--- src/rtl/rtef_pkg.sv ---
// Package for the ramped trap exposure fraction block.
// Holds widths, result codes, register indexes and the sideband struct.
// No dependencies; every rtl file imports it.
package rtef_pkg;

   // fixed point format: FRAC_BITS fraction bits, one integer bit
   localparam int FRAC_BITS = 16;
   localparam int VAL_W     = FRAC_BITS + 1;
   localparam int NUM_W     = 2 * VAL_W;
   localparam int DIV_W     = FRAC_BITS + 2;
   localparam int QUO_W     = FRAC_BITS + 1;
   localparam int CSR_IDX_W = 2;

   localparam logic [VAL_W-1:0] ONE_VAL = VAL_W'(1) << FRAC_BITS;

   // configuration register indexes
   localparam logic [CSR_IDX_W-1:0] CSR_NONE_EXPOSED = CSR_IDX_W'(0);
   localparam logic [CSR_IDX_W-1:0] CSR_FULL_EXPOSED = CSR_IDX_W'(1);

   // classification of a transaction
   typedef logic [2:0] code_type;
   localparam code_type CODE_FULL  = 3'd0;
   localparam code_type CODE_NONE  = 3'd1;
   localparam code_type CODE_EMPTY = 3'd2;
   localparam code_type CODE_STEP  = 3'd3;
   localparam code_type CODE_RAMP  = 3'd4;

   // data that travels beside the dividers
   typedef struct packed {
      code_type          code;
      logic [VAL_W-1:0]  hb;    // part of the interval above full exposure
      logic [VAL_W-1:0]  dlen;  // interval width, high - low
   } side_type;

endpackage

--- src/rtl/rtef_div.sv ---
// Pipelined restoring divider, one quotient bit per register stage.
// Carries a sideband struct beside the quotient; depends on rtef_pkg.
module rtef_div
   import rtef_pkg::*;
(
   input  logic              clock,
   input  logic              reset,
   input  logic              en,
   input  logic              in_valid,
   input  logic [DIV_W-1:0]  in_rem,    // upper dividend bits, below in_div
   input  logic [QUO_W-1:0]  in_bits,   // lower dividend bits, MSB first
   input  logic [DIV_W-1:0]  in_div,
   input  side_type          in_side,
   output logic              out_valid,
   output logic [QUO_W-1:0]  out_quo,
   output side_type          out_side
);

   logic [QUO_W-1:0]  valid_ff;
   logic [DIV_W-1:0]  rem_ff  [QUO_W];
   logic [QUO_W-1:0]  bq_ff   [QUO_W];
   logic [DIV_W-1:0]  div_ff  [QUO_W];
   side_type          side_ff [QUO_W];

   logic [DIV_W-1:0]  st_rem  [QUO_W];
   logic [QUO_W-1:0]  st_bq   [QUO_W];
   logic [DIV_W-1:0]  st_div  [QUO_W];
   side_type          st_side [QUO_W];

   logic [DIV_W:0]    shf_c   [QUO_W];
   logic [DIV_W:0]    dif_c   [QUO_W];
   logic [DIV_W-1:0]  rem_in  [QUO_W];
   logic [QUO_W-1:0]  bq_in   [QUO_W];

   // stage inputs: first stage from the ports, the rest from the stage before
   always_comb begin
      st_rem[0]  = in_rem;
      st_bq[0]   = in_bits;
      st_div[0]  = in_div;
      st_side[0] = in_side;
      for (int s = 1; s < QUO_W; s++) begin
         st_rem[s]  = rem_ff[s-1];
         st_bq[s]   = bq_ff[s-1];
         st_div[s]  = div_ff[s-1];
         st_side[s] = side_ff[s-1];
      end
   end

   // one shift and trial subtract per stage; quotient bit enters at the LSB
   always_comb begin
      for (int s = 0; s < QUO_W; s++) begin
         shf_c[s] = {st_rem[s], st_bq[s][QUO_W-1]};
         dif_c[s] = shf_c[s] - {1'b0, st_div[s]};
         if (shf_c[s] >= {1'b0, st_div[s]}) begin
            rem_in[s] = dif_c[s][DIV_W-1:0];
            bq_in[s]  = {st_bq[s][QUO_W-2:0], 1'b1};
         end else begin
            rem_in[s] = shf_c[s][DIV_W-1:0];
            bq_in[s]  = {st_bq[s][QUO_W-2:0], 1'b0};
         end
      end
   end

   // valid bits
   always_ff @(posedge clock) begin
      if (reset) begin
         valid_ff <= '0;
      end else if (en) begin
         valid_ff <= {valid_ff[QUO_W-2:0], in_valid};
      end
   end

   // payload
   always_ff @(posedge clock) begin
      if (en) begin
         for (int s = 0; s < QUO_W; s++) begin
            rem_ff[s]  <= rem_in[s];
            bq_ff[s]   <= bq_in[s];
            div_ff[s]  <= st_div[s];
            side_ff[s] <= st_side[s];
         end
      end
   end

   assign out_valid = valid_ff[QUO_W-1];
   assign out_quo   = bq_ff[QUO_W-1];
   assign out_side  = side_ff[QUO_W-1];

endmodule

--- config.mk ---
export PLATFORM = sky130hd
export DESIGN_NAME = rtef_div
export DESIGN_NICKNAME = d
export VERILOG_FILES = /design/src/rtl/rtef_pkg.sv /design/src/rtl/rtef_div.sv
export SDC_FILE = /design/constraint.sdc
export NUM_CORES = 2
export LEC_CHECK = 0
export ABC_AREA = 1
export BUFFER_PORTS_ARGS = -buffer_cell sky130_fd_sc_hd__buf_2
export CAP_MARGIN = 25
export CORE_ASPECT_RATIO = 2
export CORE_MARGIN = 8
export CORE_UTILIZATION = 31
export CTS_CLUSTER_DIAMETER = 150
export DETAILED_ROUTE_END_ITERATION = 12
export PLACE_DENSITY = 0.43
export SYNTH_ARGS = -nofsm -noshare
export SYNTH_HDL_FRONTEND = slang
export SYNTH_SLANG_ARGS = --single-unit
--- constraint.sdc ---
create_clock -name clock -period 2.3 [get_ports clock]
set_clock_uncertainty 0.05 [all_clocks]
set_input_delay 0.115 -clock clock [delete_from_list [all_inputs] [get_ports clock]]
set_output_delay 0.115 -clock clock [all_outputs]
set_load 0.05 [all_outputs]
# Yosys cells after proc, flatten, opt, wreduce, memory -nomap -nowiden
# Memories as Yosys holds them, arrays and structs flattened.
# Index checks and enable logic that the tools add are counted.
# Widths: inputs -> output; s select.
# op_classes
n_addsub	17
n_mul	0
n_div	0
order_cmp	17
eq_ne	0
shift	0
muxes	36
bitwise	0
reduce_logical	0
# ops
operator	count
$ge 19x18->1	17
$mux 18	17
$sub 18x18->18	17
$mux 1	19
# totals
regBits	17
latch_bits	0
mem_bits_rw	1530
romBits	0
input_bits	94
output_inout_bits	55
wordCells	75
memories	4
# memory_table
memory	words	word_bits	rd	rd_ports_with_merged_regs	wr	line_no	rtl
side_ff	17	37	17	0	17	rtef_div.sv:23	side_type side_ff [QUO_W];
div_ff	17	18	16	0	17	rtef_div.sv:22	logic [DIV_W-1:0] div_ff [QUO_W];
rem_ff	17	18	16	0	17	rtef_div.sv:20	logic [DIV_W-1:0] rem_ff [QUO_W];
bq_ff	17	17	17	0	17	rtef_div.sv:21	logic [QUO_W-1:0] bq_ff [QUO_W];

# Logic depth before layout (Yosys ltp)
# depth
ltp_word	2
mapped_depth	14
mapped_depth_nobuf	14

# Least setup slack after synthesis
# No wires, ideal clock.
# synth_path
path_kind	reg2reg
start	memory rem_ff[0][247] (netlist bit)
end	memory rem_ff[0][260] (netlist bit), data pin
arrival_time_ps	1678
path_slack_ps	318
path_stages_with_launch	9
period_less_slack_ps	1982
path_cell_list	edfxtp_1 -> ha_1 -> a21oi_1 -> nand2_1 -> a21oi_1 -> nand4_4 -> buf_12 -> nand2_1 -> o21ai_2
# synth_rtl
item	line_no
start: declaration	rtef_div.sv:20

==> impl_metrics.tcl <==
set metrics [dict create \
    failed_checks "negative setup slack" \
    clk_pin_slew_worst_paths_ns 0.06 \
    hold_violations 0 \
    synth_xor_area_share_pct 1.61 \
    layout_setup_ws_ns -0.0203 \
    gp_congestion 0.948 \
    slowest_delay_ns 0.40 \
    yosysTopAreaCell "edfxtp_1" \
    std_cell_rows 246 \
    synth_seq_area_share_pct 64.8 \
    ios 149 \
    cts_tree "yes" \
    wl_met1_mm 59.7 \
    cts_max_level 4 \
    crit_slowest_cell "edfxtp_1" \
    worst-path-buf-inv 3 \
    drt_iter0_drc 2175 \
    routed.top_layer "met4" \
    critPathRequiredTime_ns 2.80 \
    critPathMaxFanout 6 \
    syn-cell-area_sq_um 69700 \
    fp.dieW_um 351 \
    arrival_ns 2.82 \
    routedWlPerCell_um 20.2 \
    setup_viol 7 \
    gr-usage-all-layers_pct 17.7 \
    cts_buffers 163 \
    clock_latency_ns 0.83 \
    slew_headroom_pct 59.7 \
    synth-edff-count 1494 \
    power.density_nw_per_um2 1240 \
    tightest_slew_ns 0.604 \
    drive_above_1_share_pct 32.1 \
    min_path_type "in -> reg" \
    grt_max_degree 96 \
    slew_viol_final 0 \
    synth-seq-cells 1511 \
    multiInputGateArea_sq_um 24900 \
    synth_cells 6305 \
    io_buffers 148 \
    min_path_cells 2 \
    yosysWarnings 0 \
    synthMuxAreaShare_pct 0 \
    post-route-period-util_pct 101 \
    synth_top_family_by_area "simple AND/OR/NAND/NOR gates" \
    placedCellCount 10300 \
    cp_top_family "simple AND/OR/NAND/NOR gates" \
    drc_errors 0 \
    cellLeakagePower_nw 40.1 \
    ant_nets 0 \
    cts_sinks 1511 \
    synth.distinct_cells 39 \
    cts.path.max_buffers 4 \
    drv_cap 0 \
    num_vias 49200 \
    synth_compound_area_share_pct 2.74 \
    grt-ovfl-total 0 \
    worstSetupPathType "reg -> reg" \
    fin_tns_setup_ns -0.0755 \
    fmax_ghz 0.431 \
    regArea_sq_um 45200 \
    vias_per_cell 4.49 \
    fillers 21600 \
    syn_area_per_cell_sq_um 11.1 \
    peakVddDrop_v 0.000629 \
    start_kind "register" \
    final_cell_count_no_fill 11000 \
    cp.depth 10 \
    initial_utilization_pct 31.1 \
    reg2regPathDepth 10 \
    synth_adder_area_share_pct 5.95 \
    coreArea_sq_um 224000 \
    synthFlopType "edfxtp_1" \
    endpoint_kind "register" \
    cts_root_buf "clkbuf_16" \
    drt_wl_total_mm 221 \
    area_delta_synth_final_pct 35.5 \
    die_area_sq_um 241000 \
    status "complete, but fails checks" \
    die_y_um 687 \
    ys_top_cells_by_area "edfxtp_1, nand2_1, ha_1" \
    post-route-min-period_ns 2.32 \
    grt_pass1_wl_mm 316 \
    met3_length_mm 5.28 \
    dp_hpwl_mm 172 \
    crit_chain "inv_2 > ha_4 > nand3_1 > nand3_2 > buf_4 > nand3b_1 > nand4_4 > clkbuf_16 > nand2_1 > o21ai_2" \
    layout.nets 8276 \
    wl_met2_mm 134 \
    synth-simple-area-share_pct 18.9 \
    rsz0062_at_grt "yes" \
    grt_pass1_vias 52200 \
    synth_fp_nets 6721 \
    async_flop_share_pct 0 \
    antenna_found_initial 5 \
    drt_first_pass_iters 5 \
    synth_top_area_share_pct 64.3 \
]
## stage by stage
stage               power (mW)  hold slack (ns)  cell area [sq um]  utilization, %  setup slack, ns
floorplan                 61.2            0.164              69700               -            0.318
global placement          82.8            0.242              81300            36.3           -0.540
detailed placement        82.9            0.243              81300            36.3           -0.543
CTS                        113           0.0174              90800            40.5          -0.0467
global route               124           0.0495              94500            42.2           -0.117
finish                     117           0.0777              94500            42.2          -0.0203
## synth_stat cells (43+ instances only)
master,number
a21oi_1,163
buf_4,63
edfxtp_1,1494
ha_1,306
inv_1,871
nand2_1,1839
nand2_2,43
nand3_1,453
nand3b_1,130
nor2_1,399
nor3_1,64
o21ai_2,60
xor2_1,123
## layout make-up
class,count,area share [%]
flip-flops and latches,1511,47.8
multi-input cells,3810,26.4
repair buffers,1492,13.1
clock buffers,202,4.54
well taps,2976,3.94
inverters,882,3.51
clock inverters,74,0.752
diodes,9,0.0238
## repair_timing
action / 4_1_cts / 5_1_grt
cloned: 9 / 11
gates resized for setup: 426 / 604
hold buffers: 165 / 0
pin swaps: 56 / 189
endpoints found under the setup margin: 269 / 261
hold endpoints to repair: 610 / 0
setup buffers: 96 / 114
## sequential cells by signal, summed over array words and instances (netlist names)
register,cells
bq_ff,289
div_ff,288
rem_ff,288
side_ff,629
valid_ff,17
## path summary, 6_finish.rpt
check                    to  slack (ns)           start
max          rem_ff[0][235]       -0.02  div_ff[0][217]
min            bq_ff[0][11]        0.08     in_bits[10]
max reg2reg  rem_ff[0][235]       -0.02  div_ff[0][217]
min reg2reg  side_ff[0][44]        0.32   side_ff[0][7]
## report_power, final
part | internal [mW] | switching (mW) | total [mW]
Combinational | 23.3 | 28.8 | 52.1
Sequential | 36.0 | 3.55 | 39.6
Clock | 14.6 | 10.8 | 25.5
Total | 74.0 | 43.1 | 117
## logic make-up (layout without fill, tap and decap cells)
logic type | after synthesis | in the layout
buffers and inverters | 989 | 2650
AND/OR/NAND/NOR | 3051 | 3056
flip-flops | 1511 | 1511
adder cells (fa/ha/maj) | 322 | 322
other | 0 | 9
XOR/XNOR | 128 | 128
AO/OA/AOI/OAI | 304 | 304
## metal layers
metal | GRT usage, % | up-vias
met4 | 14.6 | 0
met5 | 0 | -
met2 | 38.3 | 960
met1 | 12.7 | 23400
met3 | 1.94 | 629
li1 | - | 24200
## worst register-to-register path: cells and delay by family (launching register included)
family	cells	cell delay [ns]
fa+ha+maj	1	0.22
compound gates	1	0.05
simple gates	5	0.76
flops	1	0.40
buf+inv	3	0.59
## cells in the final DEF (no fill, tap or decap), drive strengths merged, types with 5 or more instances in the layout
master,instances
ha,306
buf,1318
a21oi,180
edfxtp,1494
nand2,1893
inv,886
dfxtp,17
nand3b,130
nor3,64
fa,16
clkinv,54
clkbuf,211
nand3,460
nor2,416
nand4,42
or2,30
o21ai,101
xor2,123
diode,9
xnor2,5
nor4,7
bufinv,13
o21bai,16
and2,14
dlygate4sd3,165
Power figures use the tool's default switching activity.
