### config.mk
export PLATFORM = sky130hd
export DESIGN_NAME = rtef_prep
export DESIGN_NICKNAME = d
export VERILOG_FILES = /design/src/rtl/rtef_pkg.sv /design/src/rtl/rtef_prep.sv
export SDC_FILE = /design/constraint.sdc
export NUM_CORES = 1
export LEC_CHECK = 0
export ABC_AREA = 0
export BUFFER_PORTS_ARGS = -buffer_cell sky130_fd_sc_hd__buf_4
export CELL_PAD_IN_SITES_DETAIL_PLACEMENT = 1
export CELL_PAD_IN_SITES_GLOBAL_PLACEMENT = 1
export CORE_UTILIZATION = 35
export DETAILED_ROUTE_END_ITERATION = 7
export GPL_ROUTABILITY_DRIVEN = 0
export PLACE_DENSITY_LB_ADDON = 0.1
export SLEW_MARGIN = 20
export SYNTH_ARGS = -nofsm -noshare
export SYNTH_HDL_FRONTEND = slang
export SYNTH_SLANG_ARGS = --single-unit
export TNS_END_PERCENT = 1
### constraint.sdc
create_clock -name clock -period 11.75 [get_ports clock]
set_input_delay 0.5875 -clock clock [delete_from_list [all_inputs] [get_ports clock]]
set_output_delay 0.5875 -clock clock [all_outputs]
set_load 0.05 [all_outputs]
### src/rtl/rtef_pkg.sv
// Package for the ramped trap exposure fraction block.
// Holds widths, result codes, register indexes and the sideband struct.
// No dependencies; every rtl file imports it.
package rtef_pkg;

   // fixed point format: FRAC_BITS fraction bits, one integer bit
   localparam int FRAC_BITS = 16;
   localparam int VAL_W     = FRAC_BITS + 1;
   localparam int NUM_W     = 2 * VAL_W;
   localparam int DIV_W     = FRAC_BITS + 2;
   localparam int QUO_W     = FRAC_BITS + 1;
   localparam int CSR_IDX_W = 2;

   localparam logic [VAL_W-1:0] ONE_VAL = VAL_W'(1) << FRAC_BITS;

   // configuration register indexes
   localparam logic [CSR_IDX_W-1:0] CSR_NONE_EXPOSED = CSR_IDX_W'(0);
   localparam logic [CSR_IDX_W-1:0] CSR_FULL_EXPOSED = CSR_IDX_W'(1);

   // classification of a transaction
   typedef logic [2:0] code_type;
   localparam code_type CODE_FULL  = 3'd0;
   localparam code_type CODE_NONE  = 3'd1;
   localparam code_type CODE_EMPTY = 3'd2;
   localparam code_type CODE_STEP  = 3'd3;
   localparam code_type CODE_RAMP  = 3'd4;

   // data that travels beside the dividers
   typedef struct packed {
      code_type          code;
      logic [VAL_W-1:0]  hb;    // part of the interval above full exposure
      logic [VAL_W-1:0]  dlen;  // interval width, high - low
   } side_type;

endpackage

### src/rtl/rtef_prep.sv
// Front pipeline: classify, clip and form the ramp numerator and divisor.
// Three register stages; depends on rtef_pkg.
module rtef_prep
   import rtef_pkg::*;
(
   input  logic              clock,
   input  logic              reset,
   input  logic              en,
   input  logic              in_valid,
   input  logic [VAL_W-1:0]  volume_low,
   input  logic [VAL_W-1:0]  volume_high,
   input  logic [VAL_W-1:0]  none_vol,
   input  logic [VAL_W-1:0]  full_vol,
   output logic              out_valid,
   output logic [NUM_W-1:0]  out_num,
   output logic [DIV_W-1:0]  out_den,
   output side_type          out_side
);

   // stage 1: classification
   logic              v1_ff;
   code_type          code1_ff, code1_in;
   logic [VAL_W-1:0]  lo1_ff, hi1_ff, a1_ff, b1_ff, a_eff;

   always_comb begin
      a_eff = (none_vol > full_vol) ? full_vol : none_vol;
      if (volume_low >= full_vol) begin
         code1_in = CODE_FULL;
      end else if (volume_high <= a_eff) begin
         code1_in = CODE_NONE;
      end else if (volume_high <= volume_low) begin
         code1_in = CODE_EMPTY;
      end else if (a_eff == full_vol) begin
         code1_in = CODE_STEP;
      end else begin
         code1_in = CODE_RAMP;
      end
   end

   // stage 2: clipped limits and differences
   logic              v2_ff;
   code_type          code2_ff;
   logic [VAL_W-1:0]  vl, vh, dh, dl;
   logic [VAL_W:0]    sum2_ff, sum2_in;
   logic [VAL_W-1:0]  diff2_ff, diff2_in;
   logic [DIV_W-1:0]  den2_ff, den2_in;
   logic [VAL_W-1:0]  hb2_ff, hb2_in;
   logic [VAL_W-1:0]  dlen2_ff, dlen2_in;

   always_comb begin
      vl       = (lo1_ff > a1_ff) ? lo1_ff : a1_ff;
      vh       = (hi1_ff < b1_ff) ? hi1_ff : b1_ff;
      dh       = vh - a1_ff;
      dl       = vl - a1_ff;
      sum2_in  = {1'b0, dh} + {1'b0, dl};
      diff2_in = dh - dl;
      den2_in  = {b1_ff - a1_ff, 1'b0};
      hb2_in   = (hi1_ff > b1_ff) ? (hi1_ff - b1_ff) : '0;
      dlen2_in = hi1_ff - lo1_ff;
   end

   // stage 3: numerator (dh^2 - dl^2) as one product
   logic              v3_ff;
   logic [NUM_W-1:0]  num3_ff;
   logic [NUM_W:0]    prod3_in;
   logic [DIV_W-1:0]  den3_ff;
   side_type          side3_ff;

   assign prod3_in = diff2_ff * sum2_ff;

   // valid bits
   always_ff @(posedge clock) begin
      if (reset) begin
         v1_ff <= 1'b0;
         v2_ff <= 1'b0;
         v3_ff <= 1'b0;
      end else if (en) begin
         v1_ff <= in_valid;
         v2_ff <= v1_ff;
         v3_ff <= v2_ff;
      end
   end

   // payload
   always_ff @(posedge clock) begin
      if (en) begin
         code1_ff      <= code1_in;
         lo1_ff        <= volume_low;
         hi1_ff        <= volume_high;
         a1_ff         <= a_eff;
         b1_ff         <= full_vol;
         code2_ff      <= code1_ff;
         sum2_ff       <= sum2_in;
         diff2_ff      <= diff2_in;
         den2_ff       <= den2_in;
         hb2_ff        <= hb2_in;
         dlen2_ff      <= dlen2_in;
         num3_ff       <= prod3_in[NUM_W-1:0];
         den3_ff       <= den2_ff;
         side3_ff.code <= code2_ff;
         side3_ff.hb   <= hb2_ff;
         side3_ff.dlen <= dlen2_ff;
      end
   end

   assign out_valid = v3_ff;
   assign out_num   = num3_ff;
   assign out_den   = den3_ff;
   assign out_side  = side3_ff;

endmodule

# == After elaboration in Yosys (flattened, before gate mapping) ==
# Index checks and enable logic that the tools add are counted.
# totals
regBits,251
input_bits,72
out_inout_bits,90
# op_classes
muxes,6
add_sub_neg,7
n_eq_ne,1
n_reduce_logical,2
mul,1
magnitude_cmp,7
# op_table
op,count
$sub A17 B17 Y17,6
$gt A17 B17 Y1,3
$mux W17,3
$le A17 B17 Y1,2
$mul A17 B18 Y34,1
$add A17 B17 Y18,1
$eq A17 B17 Y1,1
$ge A17 B17 Y1,1
$lt A17 B17 Y1,1
$mux W3,1
$reduce_or A3 Y1,1
$mux W2,1
$reduce_or A2 Y1,1
$mux W1,1

# == Longest topological paths before layout ==
# Gate-level depths: netlist (run 1).
# logic_depth
word_depth,6
ltp_mapped,30
depth_no_buf,28

# == Least setup slack after synthesis (run 1) ==
# Ideal clock, no wire load.
# synth_path
path_type,flip-flop to flip-flop
start,register diff2_ff[8]
end,"register num3_ff[32], in the netlist out_num[32] (data pin)"
t_required_ns,11.615
stages_incl_launch_ff,25
synth_period_minus_slack_ns,6.438
n_path_buf,2
slack_ns,5.312
t_arrival_ns,6.303
path_cell_list,edfxtp_1 clkbuf_1 clkbuf_1 nand2_1 fa_1 inv_1 fa_1 inv_1 fa_1 inv_1 fa_1 fa_1 inv_1 fa_1 inv_1 ha_1 a21oi_1 a21boi_0 o21a_1 a211oi_2 o41ai_2 a221o_1 a31o_1 or4_1 nand3_1
# synth_via
elab_chain_len,1
# synth_lines
item,line_no,source
start: declaration,rtef_prep.sv:45,"logic [VAL_W-1:0] diff2_ff, diff2_in;"
start signal: assignment,rtef_prep.sv:94,diff2_ff <= diff2_in;
$mul A17 B18 Y34,rtef_prep.sv:69,assign prod3_in = diff2_ff * sum2_ff;
net prod3_in[32],rtef_prep.sv:65,logic [NUM_W:0] prod3_in;
end signal: assignment,rtef_prep.sv:98,num3_ff <= prod3_in[NUM_W-1:0];
end: declaration,rtef_prep.sv:64,logic [NUM_W-1:0] num3_ff;
# The timed path passes the listed nets, and every way through them passes these cells.
# A chain may end at the register's enable or synchronous reset.

# == Worst setup path in the final report (run 1) ==
# layout_path
start,register b1_ff[1]
end,register sum2_ff[16] (data pin)
# layout_via
elab_chain_len,4
# layout_lines
item,line_no,source
start: declaration,rtef_prep.sv:23,"logic [VAL_W-1:0] lo1_ff, hi1_ff, a1_ff, b1_ff, a_eff;"
start signal: assignment,rtef_prep.sv:91,b1_ff <= full_vol;
$lt A17 B17 Y1,rtef_prep.sv:52,vh = (hi1_ff < b1_ff) ? hi1_ff : b1_ff;
$mux W17 (*),rtef_prep.sv:52,
$sub A17 B17 Y17 (*),rtef_prep.sv:53,dh = vh - a1_ff;
$add A17 B17 Y18 (*),rtef_prep.sv:55,"sum2_in = {1'b0, dh} + {1'b0, dl};"
net sum2_in[16],rtef_prep.sv:44,"logic [VAL_W:0] sum2_ff, sum2_in;"
end signal: assignment,rtef_prep.sv:93,sum2_ff <= sum2_in;
end: declaration,rtef_prep.sv:44,
# Mark *: on every way through the listed nets, which the timed path passes. The rest lies on a longest branch.

==> results.toml, run 1 <==
[synth]
yosysSeqAreaShare_pct = 29.6
synth_edf_count = 247
async_reset_ff_share_pct = 0
yosys_warnings = 0
synth_top_area_share_pct = 29.4
syn_nets = 3136
syn_area_per_cell_um2 = 10.0
ys_seq_elements = 250
synth.area.top_cells = "edfxtp_1, fa_1, ha_1, inv_1, nand2_1"
synth.distinct_cells = 69
yosysMostFrequentCell = "inv_1"
mappedNetlistArea_mm2 = 0.0253
synth_common_cells = "inv_1, ha_1, edfxtp_1, fa_1, nand2_1"
synth_top_flop_cell = "edfxtp_1"
synth_cells = 2515
synth_top_area_cell = "edfxtp_1"

[cells_and_area]
multi_input_area_mm2 = 0.0159
register_area_mm2 = 0.00748
stdcell_area_mm2 = 0.0285
nFillCells = 8051
n_antenna_cell = 0
fin_cells = 3622
drive_above_1_share_pct = 9.09
final_nets = 3272
area_growth_pct = 12.7

[cts]
cts_tree = "done"
cts_hold_buf = 0
cts.sinks = 250
cts-root-buf = "clkbuf_16"
cts-resized-gates = 0
clk_pin_slew_worst_paths_ns = 0.06
cts_setup_buffers = 0
clk_path_buf_depth = 3
cts_htree_levels = 1
cts_buffers = 31
clock_latency_ns = 0.58

[critical_path]
cp-end-kind = "flip-flop"
required_ns = 12.07
arrival_ns = 7.67
critical_path_class = "reg2reg"
cp_max_fo = 21
startpoint_type = "flip-flop"

[die]
rows = 98
die_w_um = 271
num_io_pins = 162
die_y_um = 271
initial_core_util_pct = 35.3
dieArea_mm2 = 0.0733
design.core.area_mm2 = 0.0715

[sta]
max_slew.worst_pin.slew_ns = 0.976
period_minus_slack_ns = 7.35
drv_slew = 0
rsz0062_at_grt = "false"
fin_crit_sh_pct = 62.6
clock.fmax_mhz = 136
finalSetupViolCount = 0
finalHoldViolCount = 0
fin_setup_tns_ns = 0
clock_skew_ns = 0.0119
slew_headroom_pct = 34.1

[detailed_routing]
ant_nets = 0
via_per_inst = 4.97
avgRoutedWirePerCell_um = 19.3
finalWirelength_um = 69700
drt_iter0_drc = 706
route.detailed.drc = 0
dr.pass1.iters = 5
route.vias.total = 18000

[grt]
grt_antenna_before_repair = 0
overflow = 0
grt_pass1_wl_um = 111000
grt_max_degree = 110
first_global_vias = 20200
grtUsageTotal_pct = 19.2

[flow_run]
maxCapViolCount = 0

[placed_design]
post-dp-hpwl_um = 58300
port_buffers = 160
dp_cells = 3568
dpl_cell_area_mm2 = 0.0275

[outcome]
status = "finished clean"

[worst_hold_path]
min-delay-path-class = "in2reg"
state kept, by name, indices dropped and copies added (netlist names):
signal	cells
a1_ff	17
b1_ff	17
code1_ff	3
code2_ff	3
den2_ff	17
diff2_ff	16
dlen2_ff	17
hb2_ff	17
hi1_ff	17
lo1_ff	17
out_den	17
out_num	34
out_side	37
out_valid	1
sum2_ff	18
v1_ff	1
v2_ff	1
path summary, 6_finish.rpt:
path | endpoint | startpoint | cells after the start | slack, ns
worst max-delay path | sum2_ff[16] | b1_ff[1] | 23 | 4.40
worst min-delay path | v1_ff | reset | 2 | 0.19
worst max register to register | sum2_ff[16] | b1_ff[1] | 23 | 4.40
worst min register to register | out_side[9] | dlen2_ff[9] | 0 | 0.42
metrics by stage:
step,hold slack (ns),setup slack [ns],util (%)
after floorplan,0.400,5.31,-
after global placement,0.404,4.45,38.4
after detailed placement,0.405,4.43,38.4
after CTS,0.146,4.40,39.8
after global routing,0.165,4.08,39.8
final,0.188,4.40,39.8
layout make-up:
class	instances	share of cell area [%]
flip-flops and latches	250	26.3
multi-input cells	1756	55.7
inverters	442	5.83
clock inverters	16	0.685
clock buffers	38	2.82
repair buffers	170	4.51
well taps	950	4.17
kinds of logic (layout without fill, tap and decap cells):
family                   after synthesis  after routing  share of synthesized area, %
AO/OA/AOI/OAI                        367            367                          9.39
adder cells (fa/ha/maj)              549            549                          34.5
flip-flops                           250            250                          29.6
multiplexers                          19             19                         0.827
AND/OR/NAND/NOR                      673            673                          13.0
other                                  1              1                        0.0148
XOR/XNOR                             147            147                          5.10
buffers and inverters                509            666                          7.60
per-layer routing:
layer	share of wire [%]	vias to the layer above	track usage, %
met4	2.5	0	5.11
met3	2.4	90	1.79
met5	0	-	0
li1	-	8594	-
met1	43	9087	23.1
met2	52	239	36.2
critical path, cell delays in order (launching register included):
cell	delay (ns)
edfxtp_1	0.48
inv_1	0.13
ha_1	0.32
nor2b_1	0.15
o21ai_1	0.07
nand2b_1	0.13
a31oi_1	0.31
o41ai_1	0.51
nor2_1	0.17
o21ai_2	0.15
buf_4	0.30
mux2_1	0.40
ha_1	0.33
o21a_1	0.14
o21ai_1	0.19
a21oi_1	0.17
a2111oi_0	0.81
nor3_1	0.17
a2111oi_0	0.70
ha_1	0.45
nand3_1	0.13
o41ai_1	0.55
a21oi_1	0.16
xnor2_1	0.14
placed cells by master (no fill, tap or decap), drive strengths merged, types with 97 or more instances in the layout:
cell type	synthesis	final
ha	304	304
edfxtp	247	247
fa	245	245
nand2	242	242
xnor2	97	97
nor2	110	110
and2	132	132
buf	6	170
inv	442	443
a21oi	110	110
Power of run 1 is not shown: default switching activity piles up to over one toggle a cycle in this logic, so the estimate is an artifact.
==> run 2, diff against run 1 <==
Settings changed: ABC_AREA 0 to 1.
Clock period 11.75 ns to 6.5 ns, I/O delays scaled along.
==> run 2 against run 1 <==
The run now ends with design-rule violations left. Die area is 2.9% higher. Highest routed layer unchanged. Sequential share of layout area is 1.6 points lower. Cell area is 6.6% higher. Fmax is 20% higher.
==> results.toml, run 2 <==
[critical_path]
critPathMaxStageDelay_ns = 0.56
path_cells = "buf_4 > buf_4 > nand2_1 > inv_1 > fa_1 > inv_1 > fa_1 > fa_1 > fa_1 > inv_1 > fa_1 > inv_1 > fa_1 > inv_1 > ha_1 > nand2_1 > inv_1 > a21oi_1 > o21ai_0 > nand4_1 > nand4_1 > xor2_1"
arrival_ns = 6.47
startpoint_type = "flip-flop"
worst_path_max_delay_cell = "fa_1"
cp_max_fo = 8
required_ns = 6.84
critical_path_class = "reg2reg"
cp-end-kind = "flip-flop"

[flow_run]
maxCapViolCount = 0

[cts]
cts_tree = "done"
clk_path_buf_depth = 3
cts.sinks = 250
cts_htree_levels = 1
clk_pin_slew_worst_paths_ns = 0.06
cts-root-buf = "clkbuf_16"
clock_latency_ns = 0.61
cts_buffers = 30

[detailed_routing]
via_per_inst = 4.80
route.detailed.drc = 5
ant_nets = 0
drt_iter0_drc = 755
route.vias.total = 20100
avgRoutedWirePerCell_um = 18.7
finalWirelength_um = 78400
dr.pass1.iters = 7

[die]
die_w_um = 275
dieArea_mm2 = 0.0754
design.core.area_mm2 = 0.0732
num_io_pins = 162
initial_core_util_pct = 35.5
rows = 99
die_y_um = 275

[synth]
yosysSeqAreaShare_pct = 28.8
synth_edf_count = 247
syn_nets = 3574
synth_top_area_share_pct = 28.5
synth.distinct_cells = 57
ys_seq_elements = 250
synth_common_cells = "inv_1, nand2_1, ha_1, edfxtp_1, fa_1"
synth_top_flop_cell = "edfxtp_1"
syn_area_per_cell_um2 = 8.81
mappedNetlistArea_mm2 = 0.0260
async_reset_ff_share_pct = 0
synth_top_area_cell = "edfxtp_1"
synth.area.top_cells = "edfxtp_1, fa_1, ha_1, inv_1, nand2_1"
yosysMostFrequentCell = "inv_1"
synth_cells = 2953
yosys_warnings = 0

[placed_design]
post-dp-hpwl_um = 64800
post-place-ws_ns = -0.177
dp_cells = 4006
port_buffers = 160

[outcome]
violations = "design-rule violations"
status = "finished, violations left"

[cells_and_area]
area_growth_pct = 16.8
drive_above_1_share_pct = 10.7
final_util_pct = 41.5
final_common_cell = "inv_1"
largest_register_ffs = 37
n_antenna_cell = 0
fin_cells = 4189
final_nets = 3828
layout_common_cells = "inv_1, nand2_1, ha_1"

[grt]
grt_max_degree = 120
grt_pass1_wl_um = 123000
grtUsageTotal_pct = 21.1
grt_antenna_before_repair = 0
first_global_vias = 22700
overflow = 0

[sta]
max_slew.worst_pin.slew_ns = 0.924
whs_ns = 0.148
postLayoutSetupSlackWorst_ns = 0.365
clock_skew_ns = 0.0331
fin_crit_sh_pct = 94.4
slew_headroom_pct = 38.3
finalSetupViolCount = 0
period_minus_slack_ns = 6.14
finalHoldViolCount = 0
rsz0062_at_grt = "false"
drv_slew = 0
clock.fmax_mhz = 163

[worst_hold_path]
min-delay-path-class = "in2reg"
## run 2: cell types whose count changed in the layout (fill, tap and decap cells not counted), moves of 28 or more
cell	delta
dlygate4sd3_1	+53
a21o_1	-34
and2_1	-130
xor2_1	+52
inv_1	+265
nand2_1	+349
o21ai_0	+34
xnor2_1	-62
a21oi_1	+100
buf_4	+85
o21a_1	-28
## run 2: worst max-delay path: cells and delay by family, from the launching register on
family / cells / cell delay (ns)
XOR/XNOR: 1 / 0.08
AND/OR/NAND/NOR: 4 / 0.78
AO/OA/AOI/OAI: 2 / 0.45
adder cells (fa/ha/maj): 7 / 3.31
buffers and inverters: 8 / 0.72
flip-flops: 1 / 0.55
## run 2: cell families (layout without fill, tap and decap cells)
kind of cell / count (synthesis) / count (layout) / synth area share, %
AO/OA/AOI/OAI: 387 / 387 / 8.33
XOR/XNOR: 137 / 137 / 4.61
adder cells (fa/ha/maj): 549 / 549 / 33.5
buffers and inverters: 787 / 1064 / 11.5
flip-flops: 250 / 250 / 28.8
other: 1 / 1 / 0.0144
AND/OR/NAND/NOR: 842 / 842 / 13.3
## run 2: cell type report
class	count	area, um2
Inverter	694	2610
Fill cell	8514	42800
Clock inverter	23	194
Timing Repair Buffer	315	2590
Clock buffer	32	758
Multi-Input combinational cell	1916	15500
Tap cell	959	1200
Sequential cell	250	7480
## run 2: layer usage
| layer | track usage, % | vias up | wire [um] |
|---|---|---|---|
| li1 | - | 9769 | - |
| met3 | 1.72 | 130 | 1570 |
| met2 | 41.0 | 268 | 42000 |
| met1 | 23.9 | 9952 | 32000 |
| met4 | 7.31 | 0 | 2860 |
| met5 | 0 | - | 0 |
## run 2: timing repair
item                                   CTS  global route
setup endpoints to repair                4             3
resized for setup                        0             2
endpoints found under the hold margin   54             0
buffers inserted                        54            21
hold buffers                            53             0
## run 2: worst paths after layout
check / start / endpoint / slack, ns / cells after the start
max: diff2_ff[6] / out_num[32] / 0.36 / 22
min reg2reg: dlen2_ff[4] / out_side[4] / 0.42 / 0
min: none_vol[0] / a1_ff[0] / 0.15 / 3
max reg2reg: diff2_ff[6] / out_num[32] / 0.36 / 22
## run 2: through the flow
step	cell area, um2	setup TNS (ns)
3_3_place_gp	28200	-0.0510
4_1_cts	30100	0
2_1_floorplan	26000	0
5_1_grt	30400	0
6_report	30400	0
3_5_place_dp	28200	-0.413
Power of run 2 is left out for the same reason.
==> run 3, diff against run 2 <==
==> constraint.sdc (replaced) <==
create_clock -name clock -period 6.5 [get_ports clock]
set_input_delay 1.3 -clock clock [delete_from_list [all_inputs] [get_ports clock]]
set_output_delay 1.3 -clock clock [all_outputs]
set_load 0.05 [all_outputs]
==> run 3 against run 2 <==
The run still ends with design-rule violations left. Clock skew is 0.0056 ns lower. Routed wire length decreased by 1.1%. Sequential cell count did not move. Cell count down 1.4%. Critical path depth decreased by 5. Fmax grew 0.77%. Global-route usage shrank 0.19 points. Hold slack improved by 0.27 ns. Via count shrank 0.98%.
==> results.toml, run 3 (synthesized netlist as in run 2, its figures left out) <==
[cells_and_area]
stdcell_area_mm2 = 0.0299
largest_register_ffs = 37
nFillCells = 8563
n_antenna_cell = 0
layout_common_cells = "inv_1, nand2_1, ha_1"
drive_above_1_share_pct = 10.7
register_area_mm2 = 0.00748
final_common_cell = "inv_1"
area_growth_pct = 14.8
final_nets = 3771
multi_input_area_mm2 = 0.0155

[critical_path]
worst_path_max_delay_cell = "edfxtp_1"
cp_common_cell = "fa_1"
cp.depth = 17
startpoint = "sum2_ff[17]"
startpoint_type = "flip-flop"
r2r-start = "sum2_ff[17]"
required_ns = 6.79
cp_max_fo = 9
ff2ff_path_depth = 17
critical_path_class = "reg2reg"
arrival_ns = 6.38
path_cells = "nand2_1 > fa_1 > inv_1 > fa_1 > fa_1 > fa_1 > fa_1 > fa_1 > ha_1 > a21oi_1 > inv_1 > a21oi_2 > o21ai_0 > a21oi_2 > o21ai_0 > a21oi_1 > xnor2_1"
cp-end-kind = "flip-flop"
cp_top_family = "adder cells"
path_buf_inv = 2
critPathMaxStageDelay_ns = 0.61

[die]
design.core.area_mm2 = 0.0732
die_y_um = 275
initial_core_util_pct = 35.5
die_w_um = 275
rows = 99
num_io_pins = 162
dieArea_mm2 = 0.0754

[placed_design]
dpl_cell_area_mm2 = 0.0283
port_buffers = 160
post-dp-hpwl_um = 64800

[cts]
cts-root-buf = "clkbuf_16"
cts.sinks = 250
clk_pin_slew_worst_paths_ns = 0.06
clock_latency_ns = 0.56
clk_path_buf_depth = 3
cts_htree_levels = 2
cts_tree = "done"
cts_buffers = 34

[worst_hold_path]
hold-path-cell-count = 0
hold_start = "hb2_ff[15]"
min-delay-path-class = "reg2reg"

[sta]
period_minus_slack_ns = 6.09
max_slew.worst_pin.slew_ns = 0.867
fin_crit_sh_pct = 93.7
clock_skew_ns = 0.0275
drv_slew = 0
rsz0062_at_grt = "false"
finalSetupViolCount = 0
clock.fmax_mhz = 164
finalHoldViolCount = 0
slew_headroom_pct = 41.7

[detailed_routing]
finalWirelength_um = 77600
dr.pass1.iters = 8
drt_iter0_drc = 779
route.vias.total = 19900
route.detailed.drc = 5
ant_nets = 0
avgRoutedWirePerCell_um = 18.8
via_per_inst = 4.82

[outcome]
violations = "design-rule violations"
status = "finished, violations left"

[grt]
grt_pass1_wl_um = 121000
grtUsageTotal_pct = 20.9
grt_max_degree = 120
grt_antenna_before_repair = 0
first_global_vias = 22200
overflow = 0

[flow_run]
maxCapViolCount = 0
==> run 3: changes by cell type in the layout (fill, tap and decap cells not counted), sizes merged, moves of 2 or more <==
cell	before	now
clkinvlp	4	1
buf	262	254
inv	695	693
clkbuf	32	41
dlygate4sd3	53	0
==> run 3: worst paths after layout <==
path              slack, ns           end
setup / recovery       0.41   out_num[30]
hold / removal         0.41  out_side[32]
setup reg to reg       0.41   out_num[30]
hold reg to reg        0.41  out_side[32]
==> run 3: worst reg2reg max path, cell delays in order (launching register included) <==
cell      delay [ns]
edfxtp_1        0.61
nand2_1         0.15
fa_1            0.56
inv_1           0.06
fa_1            0.61
fa_1            0.48
fa_1            0.57
fa_1            0.43
fa_1            0.44
ha_1            0.39
a21oi_1         0.19
inv_1           0.07
a21oi_2         0.24
o21ai_0         0.16
a21oi_2         0.32
o21ai_0         0.24
a21oi_1         0.21
xnor2_1         0.08
==> run 3: cell type report <==
cell class                 count  area share, %
tap                          959           4.02
clock buffer                  41           3.04
timing repair buffer         254           6.45
multi-input combinational   1916           52.1
sequential                   250           25.0
clock inverter                18          0.658
inverter                     694           8.72
==> run 3: metal layers <==
layer / GRT usage [%] / routed length, um / up-vias
met4: 8.99 / 3440 / 0
met3: 2.16 / 1810 / 140
met5: 0 / 0 / -
li1: - / - / 9646
met2: 39.8 / 40700 / 290
met1: 23.4 / 31600 / 9845
==> run 3: metrics by stage <==
step	hold WS, ns	worst slack, ns	instances	util (%)	TNS [ns]
after floorplan	0.400	0.769	2953	-	0
after global placement	0.408	-0.0571	4009	38.6	-0.0695
after detailed placement	0.406	-0.137	4009	38.6	-0.270
after CTS	0.416	0.0282	4105	40.5	0
after global routing	0.422	0.0765	4132	40.8	0
final	0.413	0.412	4132	40.8	0
==> run 3: repair_timing <==
action | 4_1_cts | 5_1_grt
resized for setup | 0 | 1
endpoints found under the setup margin | 3 | 3
hold buffers | 0 | 0
buffers inserted | 37 | 27
gates cloned | 0 | 0
Power of run 3 is left out for the same reason.
